File: src/rtl/wfm_pkg.sv
// Shared types and constants for the windowed FFT magnitude core.
// Holds the item structs, the front-to-back command and the CORDIC angle table.
// No dependencies.
package wfm_pkg;

    localparam int CMD_AW       = 10;
    localparam int QUEUE_DEPTH  = 4;
    localparam int CORDIC_STEPS = 30;
    localparam int ZW           = 34;
    localparam int SQ_W         = 48;

    localparam logic signed [ZW-1:0] CORDIC_GAIN_Q30 = 34'sd652032874;
    localparam logic [30:0]          HALF_PI_Q30     = 31'd1686629713;
    localparam logic [16:0]          Q15_ONE         = 17'd32768;
    localparam logic [22:0]          MAG_MAX         = 23'h7FFFFF;

    typedef struct packed {
        logic signed [15:0] sample;
        logic               last_sample;
    } t_in;

    typedef struct packed {
        logic [5:0]         bin_index;
        logic signed [23:0] bin_real;
        logic signed [23:0] bin_imag;
        logic [22:0]        bin_magnitude;
        logic               last_bin;
    } t_out;

    typedef struct packed {
        logic              store;
        logic              run;
        logic [CMD_AW-1:0] addr;
        logic [CMD_AW:0]   count;
        logic [15:0]       data;
    } t_cmd;

    typedef struct packed {
        logic               done;
        logic signed [16:0] cos_v;
        logic signed [16:0] sin_v;
    } t_trig;

    function automatic logic signed [ZW-1:0] atan_q30(input logic [4:0] k);
        logic signed [ZW-1:0] a;
        case (k)
            5'd0:    a = 34'sd843314857;
            5'd1:    a = 34'sd497837829;
            5'd2:    a = 34'sd263043837;
            5'd3:    a = 34'sd133525159;
            5'd4:    a = 34'sd67021687;
            5'd5:    a = 34'sd33543516;
            5'd6:    a = 34'sd16775851;
            5'd7:    a = 34'sd8388437;
            5'd8:    a = 34'sd4194283;
            5'd9:    a = 34'sd2097149;
            5'd10:   a = 34'sd1048576;
            5'd11:   a = 34'sd524288;
            5'd12:   a = 34'sd262144;
            5'd13:   a = 34'sd131072;
            5'd14:   a = 34'sd65536;
            5'd15:   a = 34'sd32768;
            5'd16:   a = 34'sd16384;
            5'd17:   a = 34'sd8192;
            5'd18:   a = 34'sd4096;
            5'd19:   a = 34'sd2048;
            5'd20:   a = 34'sd1024;
            5'd21:   a = 34'sd512;
            5'd22:   a = 34'sd256;
            5'd23:   a = 34'sd128;
            5'd24:   a = 34'sd64;
            5'd25:   a = 34'sd32;
            5'd26:   a = 34'sd16;
            5'd27:   a = 34'sd8;
            5'd28:   a = 34'sd4;
            5'd29:   a = 34'sd2;
            default: a = '0;
        endcase
        return a;
    endfunction

endpackage

File: src/rtl/wfm_front.sv
// Input front end: counts samples, drops those past the buffer, flags the run.
// Depends on wfm_pkg.
module wfm_front #(
    parameter int FFT_POINTS = 128
) (
    input  logic          i_clk,
    input  logic          i_rst_n,
    input  logic          i_valid,
    output logic          o_stall,
    input  wfm_pkg::t_in  i_item,
    output logic          o_push,
    output wfm_pkg::t_cmd o_cmd,
    input  logic          i_full
);
    localparam int AW = $clog2(FFT_POINTS);
    localparam int CW = AW + 1;

    logic [CW-1:0] r_held;
    logic [CW-1:0] n_held;
    logic          w_acc;
    logic          w_store;
    logic [CW-1:0] w_count;

    assign o_stall = i_full;
    assign w_acc   = i_valid && !i_full;
    assign w_store = r_held < CW'(FFT_POINTS);
    assign w_count = w_store ? r_held + CW'(1) : r_held;
    assign o_push  = w_acc && (w_store || i_item.last_sample);

    always_comb begin
        o_cmd.store = w_store;
        o_cmd.run   = i_item.last_sample;
        o_cmd.addr  = wfm_pkg::CMD_AW'(r_held[AW-1:0]);
        o_cmd.count = (wfm_pkg::CMD_AW + 1)'(w_count);
        o_cmd.data  = i_item.sample;
    end

    always_comb begin
        n_held = r_held;
        if (w_acc) begin
            n_held = i_item.last_sample ? '0 : w_count;
        end
    end

    always_ff @(posedge i_clk) begin
        if (!i_rst_n) begin
            r_held <= '0;
        end else begin
            r_held <= n_held;
        end
    end

endmodule

File: config.mk
export PLATFORM = sky130hd
export DESIGN_NAME = wfm_front
export DESIGN_NICKNAME = d
export VERILOG_FILES = /design/src/rtl/wfm_pkg.sv /design/src/rtl/wfm_front.sv
export SDC_FILE = /design/constraint.sdc
export NUM_CORES = 1
export LEC_CHECK = 0
export BUFFER_PORTS_ARGS = -buffer_cell sky130_fd_sc_hd__buf_2
export CORE_UTILIZATION = 41
export DETAILED_ROUTE_END_ITERATION = 10
export GPL_ROUTABILITY_DRIVEN = 0
export PLACE_DENSITY = 0.83
export SETUP_SLACK_MARGIN = 0.3
export SLEW_MARGIN = 0
export SYNTH_ARGS = -nofsm -noshare
export SYNTH_HDL_FRONTEND = slang
export SYNTH_SLANG_ARGS = --single-unit
File: constraint.sdc
create_clock -name i_clk -period 4.8 [get_ports i_clk]
set_input_delay 0.96 -clock i_clk [delete_from_list [all_inputs] [get_ports i_clk]]
set_output_delay 0.96 -clock i_clk [all_outputs]
set_load 0.05 [all_outputs]
### Word level (Yosys, flattened, before mapping)

Cells that the tools add are included.

| storage, ports and cells | value |
|---|---|
| bits in registers | 8 |
| bits of input ports | 21 |
| output and inout port bits | 41 |
| logic and storage cells | 9 |

| cells by class | value |
|---|---|
| add/sub/neg operators | 1 |
| order comparisons | 1 |
| mux-type cells | 2 |
| reductions and logical operators | 4 |

Operators by type and width:

| operator | number |
|---|---|
| 8-bit two-way mux | 2 |
| 8-bit by 1-bit adder with 8-bit output, second input constant | 1 |
| 8-bit less-than comparator, second input constant | 1 |
| 1-bit logical AND | 2 |
| 1-bit logical NOT | 1 |
| 1-bit logical OR | 1 |

### Depth between registers and ports, before layout

| depth | value |
|---|---|
| word-level depth | 3 |
| mapped depth | 6 |
| mapped depth without buffers | 5 |

### Least setup slack after synthesis

No wires, ideal clock.

| path | value |
|---|---|
| path type | input-to-output |
| start | input i_full |
| end | output o_push |
| arrival time | 2096 ps |
| required time | 3840 ps |
| slack | 1744 ps |
| cell stages on the path | 3 |
| path buffers | 1 |
| cells stage by stage | nand2b_1 -> clkbuf_1 -> a21oi_1 |

| on the way | value |
|---|---|
| longest elaborated chain between the ends | 3 |

Ends and longest elaborated chain:

| item | RTL line | source |
|---|---|---|
| from (decl) | wfm_front.sv:13 | `input logic i_full` |
| 1-bit logical NOT | wfm_front.sv:25 | `assign w_acc = i_valid && !i_full;` |
| 1-bit logical AND | wfm_front.sv:25 |  |
| 1-bit logical AND | wfm_front.sv:28 | `assign o_push = w_acc && (w_store \|\| i_item.last_sample);` |
| to (decl) | wfm_front.sv:11 | `output logic o_push,` |

No other way between the ends.

### Final worst setup path

Ends and elaborated chain as after synthesis.

==> impl_metrics.csv <==
group,metric,value,unit
status,outcome,"finished, final reports clean",
worst_setup_path,crit_type,"in2out",
cells_and_area,largest_register,"r_held",
synthesis,synth_xor_area_frac,0.06763,
clock_network,ctsHoldBuffers,0,
pwr,ir_drop,0.08079,mV
sta,hold_violations,0,
die,core_area,1745,sq um
route,vias,556,
global_route,grt-ovfl-total,0,
global_route,grt_pass1_vias,470,
clock_network,cts-resized-gates,0,
route,firstDrtPassIters,2,
cells_and_area,area_growth,-11.27,%
cells_and_area,fin_cells,113,
route,drtIter0Drc,6,
die,die_area,2073,sq um
placement,dpl_worst_slack,1.903,ns
global_route,grt_start_max_net_pins,14,
cells_and_area,multi_input_area,352.8,sq um
worst_setup_path,worst_setup_path_start_kind,"primary input",
cells_and_area,top_regs,"r_held (8)",
worst_setup_path,cp_common_cell,"buf_2",
worst_setup_path,crit_slowest_cell,"nand2b_1",
global_route,grt_pass1_wl,2.090,mm
die,dieHeight,45.53,um
pwr,power_density,222.1,nW/um^2
clock_network,path_clk_slew,0.06,ns
sta,layout_setup_ws,1.927,ns
flow_run,cap_violations,0,
sta,fmax,348.1,MHz
route,wire_per_inst,11.77,um
sta,fin_crit_sh,0.5984,
worst_setup_path,rrSetupSlack,3.16,ns
cells_and_area,nets,112,
route,via_per_inst,4.920,
clock_network,clock_latency,0.26,ns
die,io_pins,62,
synthesis,synth_mux_area_frac,0.01449,
synthesis,synth_compound_area_frac,0.1465,
sta,fin_crit,2.873,ns
sta,rsz0062_at_grt,"false",
pwr,p_leak,0.0003054,uW
sta,fin_setup_tns,0,ns
clock_network,cts_tree,"yes",
route,finalWirelength,1.330,mm
worst_setup_path,cp_max_fo,13,
worst_setup_path,crit_chain,"buf_2 -> nand2b_1 -> a21oi_1 -> buf_2",
synthesis,synthSimpleGateAreaFrac,0.1804,
die,rows,15,
cells_and_area,drive_above_1_share,0.3409,
placement,dp.cells,110,
synthesis,synth_top_family_by_area,"buffers and inverters",
synthesis,ys_ff_latch,8,
cells_and_area,fill_cells,186,
worst_setup_path,max_stage_delay,0.32,ns
die,initial_core_util,0.4452,
sta,hold_ws,0.5428,ns
hold_path,hp-class,"reg2reg",
worst_setup_path,end_kind,"primary output",
cells_and_area,largest_reg_flops,8,
sta,setup_viol,0,
clock_network,h-tree-depth,1,
sta,slew_viol_final,0,
synthesis,synthCells,94,
clock_network,cts_sinks,8,
clock_network,cts-root-buf,"clkbuf_4",
synthesis,ys_types,32,
clock_network,cts_buffers,3,
worst_setup_path,cp.required,3.84,ns
clock_network,max-clock-path-buffers,2,
cells_and_area,final_common_cell,"buf_2",
route,ant_nets,0,
cells_and_area,final_cell_mix,"buf_2, dfxtp_1, conb_1",
global_route,grt_antenna_before_repair,0,
cells_and_area,regArea,160.2,sq um
synthesis,avgSynthCellArea,8.266,sq um
synthesis,yosys.area_share.adder,0.01610,
sta,fin_skew,0.01236,ns
synthesis,netlist_area,777.0,sq um
route,drcViolationCount,0,
synthesis,ys_seq_area_frac,0.2061,
global_route,grt_usage,0.1439,
clock_network,post_cts_buffers,0,
cells_and_area,diodes,0,
synthesis,yosys_warnings,0,
die,fp.dieW,45.53,um
worst_setup_path,crit_arrival,1.91,ns
placement,post-dp-hpwl,983.2,um
placement,io_buffers,23,
==> metrics by stage <==
step                      total power (uW)    util  area [sq um]
after floorplan                      136.9       -         795.8
after global placement               100.5  0.3821         666.9
after detailed placement             101.2  0.3821         666.9
after CTS                            155.5  0.3950         689.4
after global routing                 160.5  0.3950         689.4
final                                153.1  0.3950         689.4
==> kinds of logic (layout without fill, tap and decap cells) <==
kind of cell,Yosys count,count (layout)
buffers and inverters,39,28
and+or+nand+nor,21,21
AOI/OAI and AO/OA,17,17
DFF,8,8
xor gates and xnor gates,6,6
adders and majority gates,1,1
other,1,6
muxes,1,1
==> report_power, final <==
part | leakage [uW] | internal (uW) | switching [uW] | total [uW]
Clock | 0.0000138 | 28.7 | 24.7 | 53.5
Sequential | 0.0000645 | 66.9 | 0.901 | 67.8
Combinational | 0.000227 | 5.78 | 26.1 | 31.9
Total | 0.000305 | 101 | 51.7 | 153
==> synthesized netlist by cell type, drive strengths merged <==
master,instances,area share
o221a,1,0.014
or4,3,0.029
nor2b,2,0.016
a21boi,5,0.048
clkbuf,2,0.0097
xnor2,5,0.056
inv,2,0.0097
buf,35,0.34
nor3,1,0.0064
mux2,1,0.014
o21ai,5,0.032
xor2,1,0.011
a22oi,2,0.019
nand3,2,0.029
a21oi,2,0.013
dfxtp,8,0.21
and3b,1,0.013
nand3b,1,0.0097
conb,1,0.0048
nand4,1,0.0081
ha,1,0.016
nand2b,4,0.032
a41oi,1,0.011
nor2,3,0.014
a31oi,1,0.0081
and4b,1,0.013
nand2,2,0.0097
==> worst max-delay path, delay by kind of cell <==
| family | cells | cell delay (ns) |
|---|---|---|
| buffers and inverters | 2 | 0.39 |
| and+or+nand+nor | 1 | 0.32 |
| AOI/OAI and AO/OA | 1 | 0.24 |
==> per-layer routing <==
layer,GRT usage,wire (um),up-vias
li1,-,-,275
met5,0,0,-
met1,0.1836,596,242
met3,0.05159,115,6
met4,0.1091,21,0
met2,0.1943,596,33
==> path summary, 6_finish.rpt <==
path,startpoint,to,cells after the start
hold / removal,r_held[6],r_held[6],2
hold reg to reg,r_held[6],r_held[6],2
setup / recovery,i_full,o_push,4
setup reg to reg,r_held[0],r_held[4],5
==> cell type report <==
cell class | instances | area share
Clock buffer | 3 | 0.03267
Inverter | 2 | 0.01089
Multi-Input combinational cell | 52 | 0.5118
Sequential cell | 8 | 0.2323
Tap cell | 25 | 0.04537
Timing Repair Buffer | 23 | 0.1670
Power figures use the tool's default switching activity.
