===== config.mk =====
export PLATFORM = sky130hd
export DESIGN_NAME = wfm_queue
export DESIGN_NICKNAME = d
export VERILOG_FILES = /design/src/rtl/wfm_pkg.sv /design/src/rtl/wfm_queue.sv
export SDC_FILE = /design/constraint.sdc
export NUM_CORES = 1
export LEC_CHECK = 0
export BUFFER_PORTS_ARGS = -buffer_cell sky130_fd_sc_hd__buf_2
export CAP_MARGIN = 15
export CORE_MARGIN = 2
export CORE_UTILIZATION = 50
export CTS_CLUSTER_DIAMETER = 30
export CTS_CLUSTER_SIZE = 30
export DETAILED_ROUTE_END_ITERATION = 8
export PLACE_DENSITY_LB_ADDON = 0.2
export REMOVE_ABC_BUFFERS = 1
export SETUP_SLACK_MARGIN = 0.05
export SLEW_MARGIN = 20
export SYNTH_ARGS = -nofsm -noshare
export SYNTH_HDL_FRONTEND = slang
export SYNTH_SLANG_ARGS = --single-unit

===== constraint.sdc =====
create_clock -name i_clk -period 2.9 [get_ports i_clk]
set_clock_uncertainty 0.15 [all_clocks]
set_input_delay 0.145 -clock i_clk [delete_from_list [all_inputs] [get_ports i_clk]]
set_output_delay 0.145 -clock i_clk [all_outputs]
set_load 0.05 [all_outputs]

===== src/rtl/wfm_pkg.sv =====
// Shared types and constants for the windowed FFT magnitude core.
// Holds the item structs, the front-to-back command and the CORDIC angle table.
// No dependencies.
package wfm_pkg;

    localparam int CMD_AW       = 10;
    localparam int QUEUE_DEPTH  = 4;
    localparam int CORDIC_STEPS = 30;
    localparam int ZW           = 34;
    localparam int SQ_W         = 48;

    localparam logic signed [ZW-1:0] CORDIC_GAIN_Q30 = 34'sd652032874;
    localparam logic [30:0]          HALF_PI_Q30     = 31'd1686629713;
    localparam logic [16:0]          Q15_ONE         = 17'd32768;
    localparam logic [22:0]          MAG_MAX         = 23'h7FFFFF;

    typedef struct packed {
        logic signed [15:0] sample;
        logic               last_sample;
    } t_in;

    typedef struct packed {
        logic [5:0]         bin_index;
        logic signed [23:0] bin_real;
        logic signed [23:0] bin_imag;
        logic [22:0]        bin_magnitude;
        logic               last_bin;
    } t_out;

    typedef struct packed {
        logic              store;
        logic              run;
        logic [CMD_AW-1:0] addr;
        logic [CMD_AW:0]   count;
        logic [15:0]       data;
    } t_cmd;

    typedef struct packed {
        logic               done;
        logic signed [16:0] cos_v;
        logic signed [16:0] sin_v;
    } t_trig;

    function automatic logic signed [ZW-1:0] atan_q30(input logic [4:0] k);
        logic signed [ZW-1:0] a;
        case (k)
            5'd0:    a = 34'sd843314857;
            5'd1:    a = 34'sd497837829;
            5'd2:    a = 34'sd263043837;
            5'd3:    a = 34'sd133525159;
            5'd4:    a = 34'sd67021687;
            5'd5:    a = 34'sd33543516;
            5'd6:    a = 34'sd16775851;
            5'd7:    a = 34'sd8388437;
            5'd8:    a = 34'sd4194283;
            5'd9:    a = 34'sd2097149;
            5'd10:   a = 34'sd1048576;
            5'd11:   a = 34'sd524288;
            5'd12:   a = 34'sd262144;
            5'd13:   a = 34'sd131072;
            5'd14:   a = 34'sd65536;
            5'd15:   a = 34'sd32768;
            5'd16:   a = 34'sd16384;
            5'd17:   a = 34'sd8192;
            5'd18:   a = 34'sd4096;
            5'd19:   a = 34'sd2048;
            5'd20:   a = 34'sd1024;
            5'd21:   a = 34'sd512;
            5'd22:   a = 34'sd256;
            5'd23:   a = 34'sd128;
            5'd24:   a = 34'sd64;
            5'd25:   a = 34'sd32;
            5'd26:   a = 34'sd16;
            5'd27:   a = 34'sd8;
            5'd28:   a = 34'sd4;
            5'd29:   a = 34'sd2;
            default: a = '0;
        endcase
        return a;
    endfunction

endpackage


===== src/rtl/wfm_queue.sv =====
// Short command queue between the front end and the FFT engine.
// Depends on wfm_pkg.
module wfm_queue (
    input  logic          i_clk,
    input  logic          i_rst_n,
    input  logic          i_push,
    input  wfm_pkg::t_cmd i_cmd,
    output logic          o_full,
    output logic          o_valid,
    output wfm_pkg::t_cmd o_cmd,
    input  logic          i_pop
);
    localparam int D  = wfm_pkg::QUEUE_DEPTH;
    localparam int PW = $clog2(D);

    wfm_pkg::t_cmd r_slot [D];
    logic [PW-1:0] r_wp;
    logic [PW-1:0] r_rp;
    logic [PW:0]   r_cnt;
    logic          w_push;
    logic          w_pop;

    assign o_full  = r_cnt == (PW + 1)'(D);
    assign o_valid = r_cnt != '0;
    assign o_cmd   = r_slot[r_rp];
    assign w_push  = i_push && !o_full;
    assign w_pop   = i_pop && o_valid;

    always_ff @(posedge i_clk) begin
        if (w_push) begin
            r_slot[r_wp] <= i_cmd;
        end
    end

    always_ff @(posedge i_clk) begin
        if (!i_rst_n) begin
            r_wp  <= '0;
            r_rp  <= '0;
            r_cnt <= '0;
        end else begin
            if (w_push) r_wp <= r_wp + PW'(1);
            if (w_pop)  r_rp <= r_rp + PW'(1);
            r_cnt <= r_cnt + (PW + 1)'(w_push) - (PW + 1)'(w_pop);
        end
    end

endmodule


### Word level (Yosys, flattened, before mapping)

Memory sizes are Yosys's and may differ from the RTL's. A register that Yosys moved wholly into a read port is not among the register bits.
Cells that the tools add are included.

* output and inout port bits: 41
* input port bits: 43
* bits in registers: 7
* memories: 1
* logic and storage cells: 17
* latch bits: 0
* bits in read-only memories: 0
* RAM bits: 156

Memories
* r_slot: depth 4, width 39, read ports 1, clocked after memory_dff 1, wr ports 1, RTL line wfm_queue.sv:16 `wfm_pkg::t_cmd r_slot [D];`

* div/mod/pow operators: 0
* add/sub/neg operators: 4
* bitwise logic cells: 0
* reductions and logical operators: 4
* muxes and demuxes: 4
* equality and inequality tests: 1
* $lt $le $gt $ge: 0
* $mul: 0
* shift-type cells: 0

Operators by type and width (number)
* adder 2 x 1 -> 2 bit (second input constant): 2
* two-way mux 2 bit: 2
* adder 3 x 1 -> 3 bit: 1
* equality test 3 bit (second input constant): 1
* nonzero test 3 bit: 1
* subtractor 3 x 1 -> 3 bit: 1
* logical AND 1 bit: 2
* two-way mux 1 bit: 2
* zero test 1 bit: 1

### Longest topological paths before layout

* depth after elaboration: 5
* gate-level depth with buffers: 12
* depth with buffers taken out: 11

### Worst setup path before layout

Ideal clock, no wire load.

* kind: register to register
* from: reg r_cnt[1]
* to: reg r_cnt[2]
* arrival time: 2.589 ns
* cell stages (with the launch flop): 13
* clock period less this slack: 2.854 ns
* required time: 2.635 ns
* library setup time: 0.115 ns
* setup slack: 0.046 ns
* path through: dfxtp_1 nor3b_2 nor2b_1 buf_2 inv_1 ha_1 inv_1 ha_1 inv_1 fa_1 xnor2_1 xnor2_1 and2_1

* word-level cells in the longest chain between the ends: 5
* elaborated cells between the ends (all ways): 7
* classes of those cells: add/sub: 2; eq/ne: 1; reduce/logical: 4

Ends and longest elaborated chain
* start: declaration: RTL line wfm_queue.sv:19 `logic [PW:0] r_cnt;`
* start signal: assignment: RTL line wfm_queue.sv:43 `r_cnt <= r_cnt + (PW + 1)'(w_push) - (PW + 1)'(w_pop);`
* equality test 3 bit: RTL line wfm_queue.sv:23 `assign o_full = r_cnt == (PW + 1)'(D);`
* net o_full: RTL line wfm_queue.sv:8 `output logic o_full,`
* zero test 1 bit: RTL line wfm_queue.sv:26 `assign w_push = i_push && !o_full;`
* logical AND 1 bit: RTL line wfm_queue.sv:26
* adder 3 x 1 -> 3 bit: RTL line wfm_queue.sv:43
* subtractor 3 x 1 -> 3 bit: RTL line wfm_queue.sv:43

The timed path passes the listed nets, and every way through them passes these cells.
A chain may end at the register's enable or synchronous reset.

==> flow_metrics.env <==
export IMPL_ys_seq_area_frac=0.798
export IMPL_track_usage=0.178
export IMPL_clk_pin_slew_ns=0.06
export IMPL_fin_crit_sh=0.854
export IMPL_ys_warn_count=0
export IMPL_rr_startpoint="r_cnt[1]"
export IMPL_async_flop_share=0
export IMPL_p_per_area_mw_per_mm2=963
export IMPL_place_hpwl_um=6400
export IMPL_ys_flop_type="edfxtp_1"
export IMPL_num_nets_final=444
export IMPL_crit_fanout=26
export IMPL_wl_per_cell_um=19.4
export IMPL_synth_top_area_share=0.768
export IMPL_critPathBufInv=2
export IMPL_cts_tree="yes"
export IMPL_max_freq_mhz=404
export IMPL_tightest_slew_ns=0.603
export IMPL_vdd_ir_drop_max_v=0.000614
export IMPL_cp_data_required_time_ns=2.61
export IMPL_num_vias=2938
export IMPL_yosys_top_cells_area="edfxtp_1, mux4_2, dfxtp_1"
export IMPL_cp_arrival_ns=2.18
export IMPL_synth_cells=251
export IMPL_hp_class="in2reg"
export IMPL_drt_iter0_drc=212
export IMPL_io_buffers=83
export IMPL_place_ws_ns=0.568
export IMPL_place_gp_congestion=0.721
export IMPL_period_needed_ns=2.48
export IMPL_p_seq_frac=0.410
export IMPL_row_count=40
export IMPL_core_area_mm2=0.0120
export IMPL_cpPeakStageDelay_ns=0.69
export IMPL_ctsResizeCount=0
export IMPL_rr_worst_depth=11
export IMPL_rsz0062_at_grt="no"
export IMPL_root_buffer="clkbuf_16"
export IMPL_slew_viol_final=0
export IMPL_r2r_slack_ns=0.55
export IMPL_hp_start="i_pop"
export IMPL_drive_gt1_frac=0.418
export IMPL_initial_utilization=0.510
export IMPL_cap_violations=0
export IMPL_clockPowerShare=0.303
export IMPL_die_w_um=114
export IMPL_rr_endpoint="r_cnt[2]"
export IMPL_clockBufferDepth=2
export IMPL_critPathSlowestCell="dfxtp_4"
export IMPL_syn_avg_cell_area_um2=24.3
export IMPL_slew_headroom=0.598
export IMPL_cp_cell_sequence="buf_4 -> mux4_2 -> buf_2"
export IMPL_yosysTopAreaCell="edfxtp_1"
export IMPL_remaining_drc_errors=0
export IMPL_power_leakage_uw=0.00270
export IMPL_crit_family="flip-flops"
export IMPL_synth_edf_count=156
export IMPL_crit_cells=3
export IMPL_p_int_uw=5000
export IMPL_grt_max_degree=27
export IMPL_synth_common_cells="edfxtp_1, mux4_2, dfxtp_1, and2_1, ha_1"
export IMPL_antenna_found_initial=0
export IMPL_ys_ff_latch=165
export IMPL_grt_pass1_vias=3190
export IMPL_outcome="completed"
export IMPL_cts_htree_levels=4
export IMPL_post_drt_via_cell_ratio=5.30
export IMPL_power_uw=7490
export IMPL_switching_share=0.333
export IMPL_fillers=832
export IMPL_ant_nets=0
export IMPL_diodes=0
export IMPL_setup_viol=0
export IMPL_synthDistinctLibCells=19
export IMPL_finalSetupTns_ns=0
export IMPL_grt_pass1_wl_um=16600
export IMPL_wl_um=10800
export IMPL_switching_power_uw=2490
export IMPL_grt_overflow_total=0
export IMPL_cts_sinks=165
export IMPL_crit_path_start_kind="register"
export IMPL_layout_setup_ws_ns=0.424
export IMPL_clk_latency_ns=0.42
export IMPL_dieArea_mm2=0.0131
export IMPL_yosysMostFrequentCell="edfxtp_1"
export IMPL_criticalPathCategory="reg2out"
export IMPL_holdPathStages=4
export IMPL_final_area_mm2=0.00778
export IMPL_numCtsBuffers=17
export IMPL_dr_pass1_iters=4
export IMPL_finalHoldViolCount=0
export IMPL_cp_end_kind="output pin"
export IMPL_pwr_share_comb=0.286
export IMPL_area_growth_pct=27.6
export IMPL_postPlaceCellArea_mm2=0.00677
export IMPL_ios=84
export IMPL_netlist_area_mm2=0.00610
export IMPL_dieHeight_um=114
-- metal layers --
layer | vias up | routed length [um] | global-route usage
li1 | 1331 | - | -
met1 | 1514 | 4460 | 0.216
met2 | 81 | 5640 | 0.295
met3 | 12 | 466 | 0.0508
met4 | 0 | 192 | 0.0878
met5 | - | 0 | 0
-- logic make-up after synthesis --
kind of cell,share of synthesized area
buffers and inverters,0.0135
muxes,0.147
and+or+nand+nor,0.0168
AOI/OAI and AO/OA,0.00287
DFF,0.798
adders and majority gates,0.0156
xor gates and xnor gates,0.00575
-- worst register-to-register path, cell delays in order, from the launching register on --
cell and delay (ns):
dfxtp_1 0.49, nor3b_2 0.09, nor2b_1 0.16, inv_1 0.06, ha_1 0.28, inv_1 0.06
ha_1 0.12, inv_1 0.05, fa_1 0.37, xnor2_1 0.15, xnor2_1 0.12, and2_1 0.16
-- through the flow --
step | utilization | hold slack [ns] | std cells
2_1_floorplan | - | 0.0939 | 241
3_3_place_gp | 0.566 | 0.208 | 482
3_5_place_dp | 0.566 | 0.211 | 482
4_1_cts | 0.650 | 0.0149 | 554
5_1_grt | 0.650 | 0.0345 | 554
6_report | 0.650 | 0.0313 | 554
-- power groups by stage --
| stage | combinational, uW | sequential, uW | clock, uW |
|---|---|---|---|
| floorplan | 1580 | 3120 | 0 |
| global placement | 2120 | 3120 | 0 |
| detailed placement | 2120 | 3140 | 0 |
| CTS | 2170 | 3090 | 2320 |
| global route | 2260 | 3120 | 2420 |
| finish | 2140 | 3070 | 2270 |
-- cells in the final DEF (no fill, tap or decap), types with 2 or more instances in the layout --
| master | n |
|---|---|
| and2_1 | 3 |
| and2_2 | 4 |
| buf_12 | 4 |
| buf_2 | 83 |
| buf_4 | 7 |
| bufinv_16 | 3 |
| clkbuf_16 | 17 |
| clkinv_4 | 3 |
| clkinvlp_4 | 3 |
| dfxtp_1 | 7 |
| dlygate4sd3_1 | 40 |
| edfxtp_1 | 156 |
| ha_1 | 6 |
| inv_1 | 5 |
| inv_6 | 2 |
| mux2i_1 | 2 |
| mux4_2 | 39 |
| nand2_1 | 4 |
| nor2b_1 | 4 |
| xnor2_1 | 4 |
-- registers in the layout, summed over array words and instances (netlist names), named ones only --
name and count:
r_cnt 3, r_slot 156, r_rp 2, r_wp 2
-- worst max path at each step --
stage          startpoint        end
6_report         register  o_cmd[27]
5_1_grt          register  o_cmd[21]
4_1_cts          register   o_cmd[7]
3_5_place_dp     r_cnt[1]   r_cnt[2]
3_3_place_gp     r_cnt[1]   r_cnt[2]
2_1_floorplan    r_cnt[1]   r_cnt[2]
-- cell type report --
type | instances | area, um^2 | share of cell area
Inverter | 5 | 18.8 | 0.00241
Sequential cell | 165 | 4870 | 0.626
Tap cell | 147 | 184 | 0.0236
Multi-Input combinational cell | 71 | 1150 | 0.148
Timing Repair Buffer | 134 | 948 | 0.122
Clock inverter | 14 | 176 | 0.0227
Clock buffer | 18 | 429 | 0.0552
-- timing repair --
item	4_1_cts	5_1_grt
hold buffers	40	0
endpoints found under the hold margin	165	0
setup buffers	0	0
No activity file was read; power rests on OpenSTA's default activity.
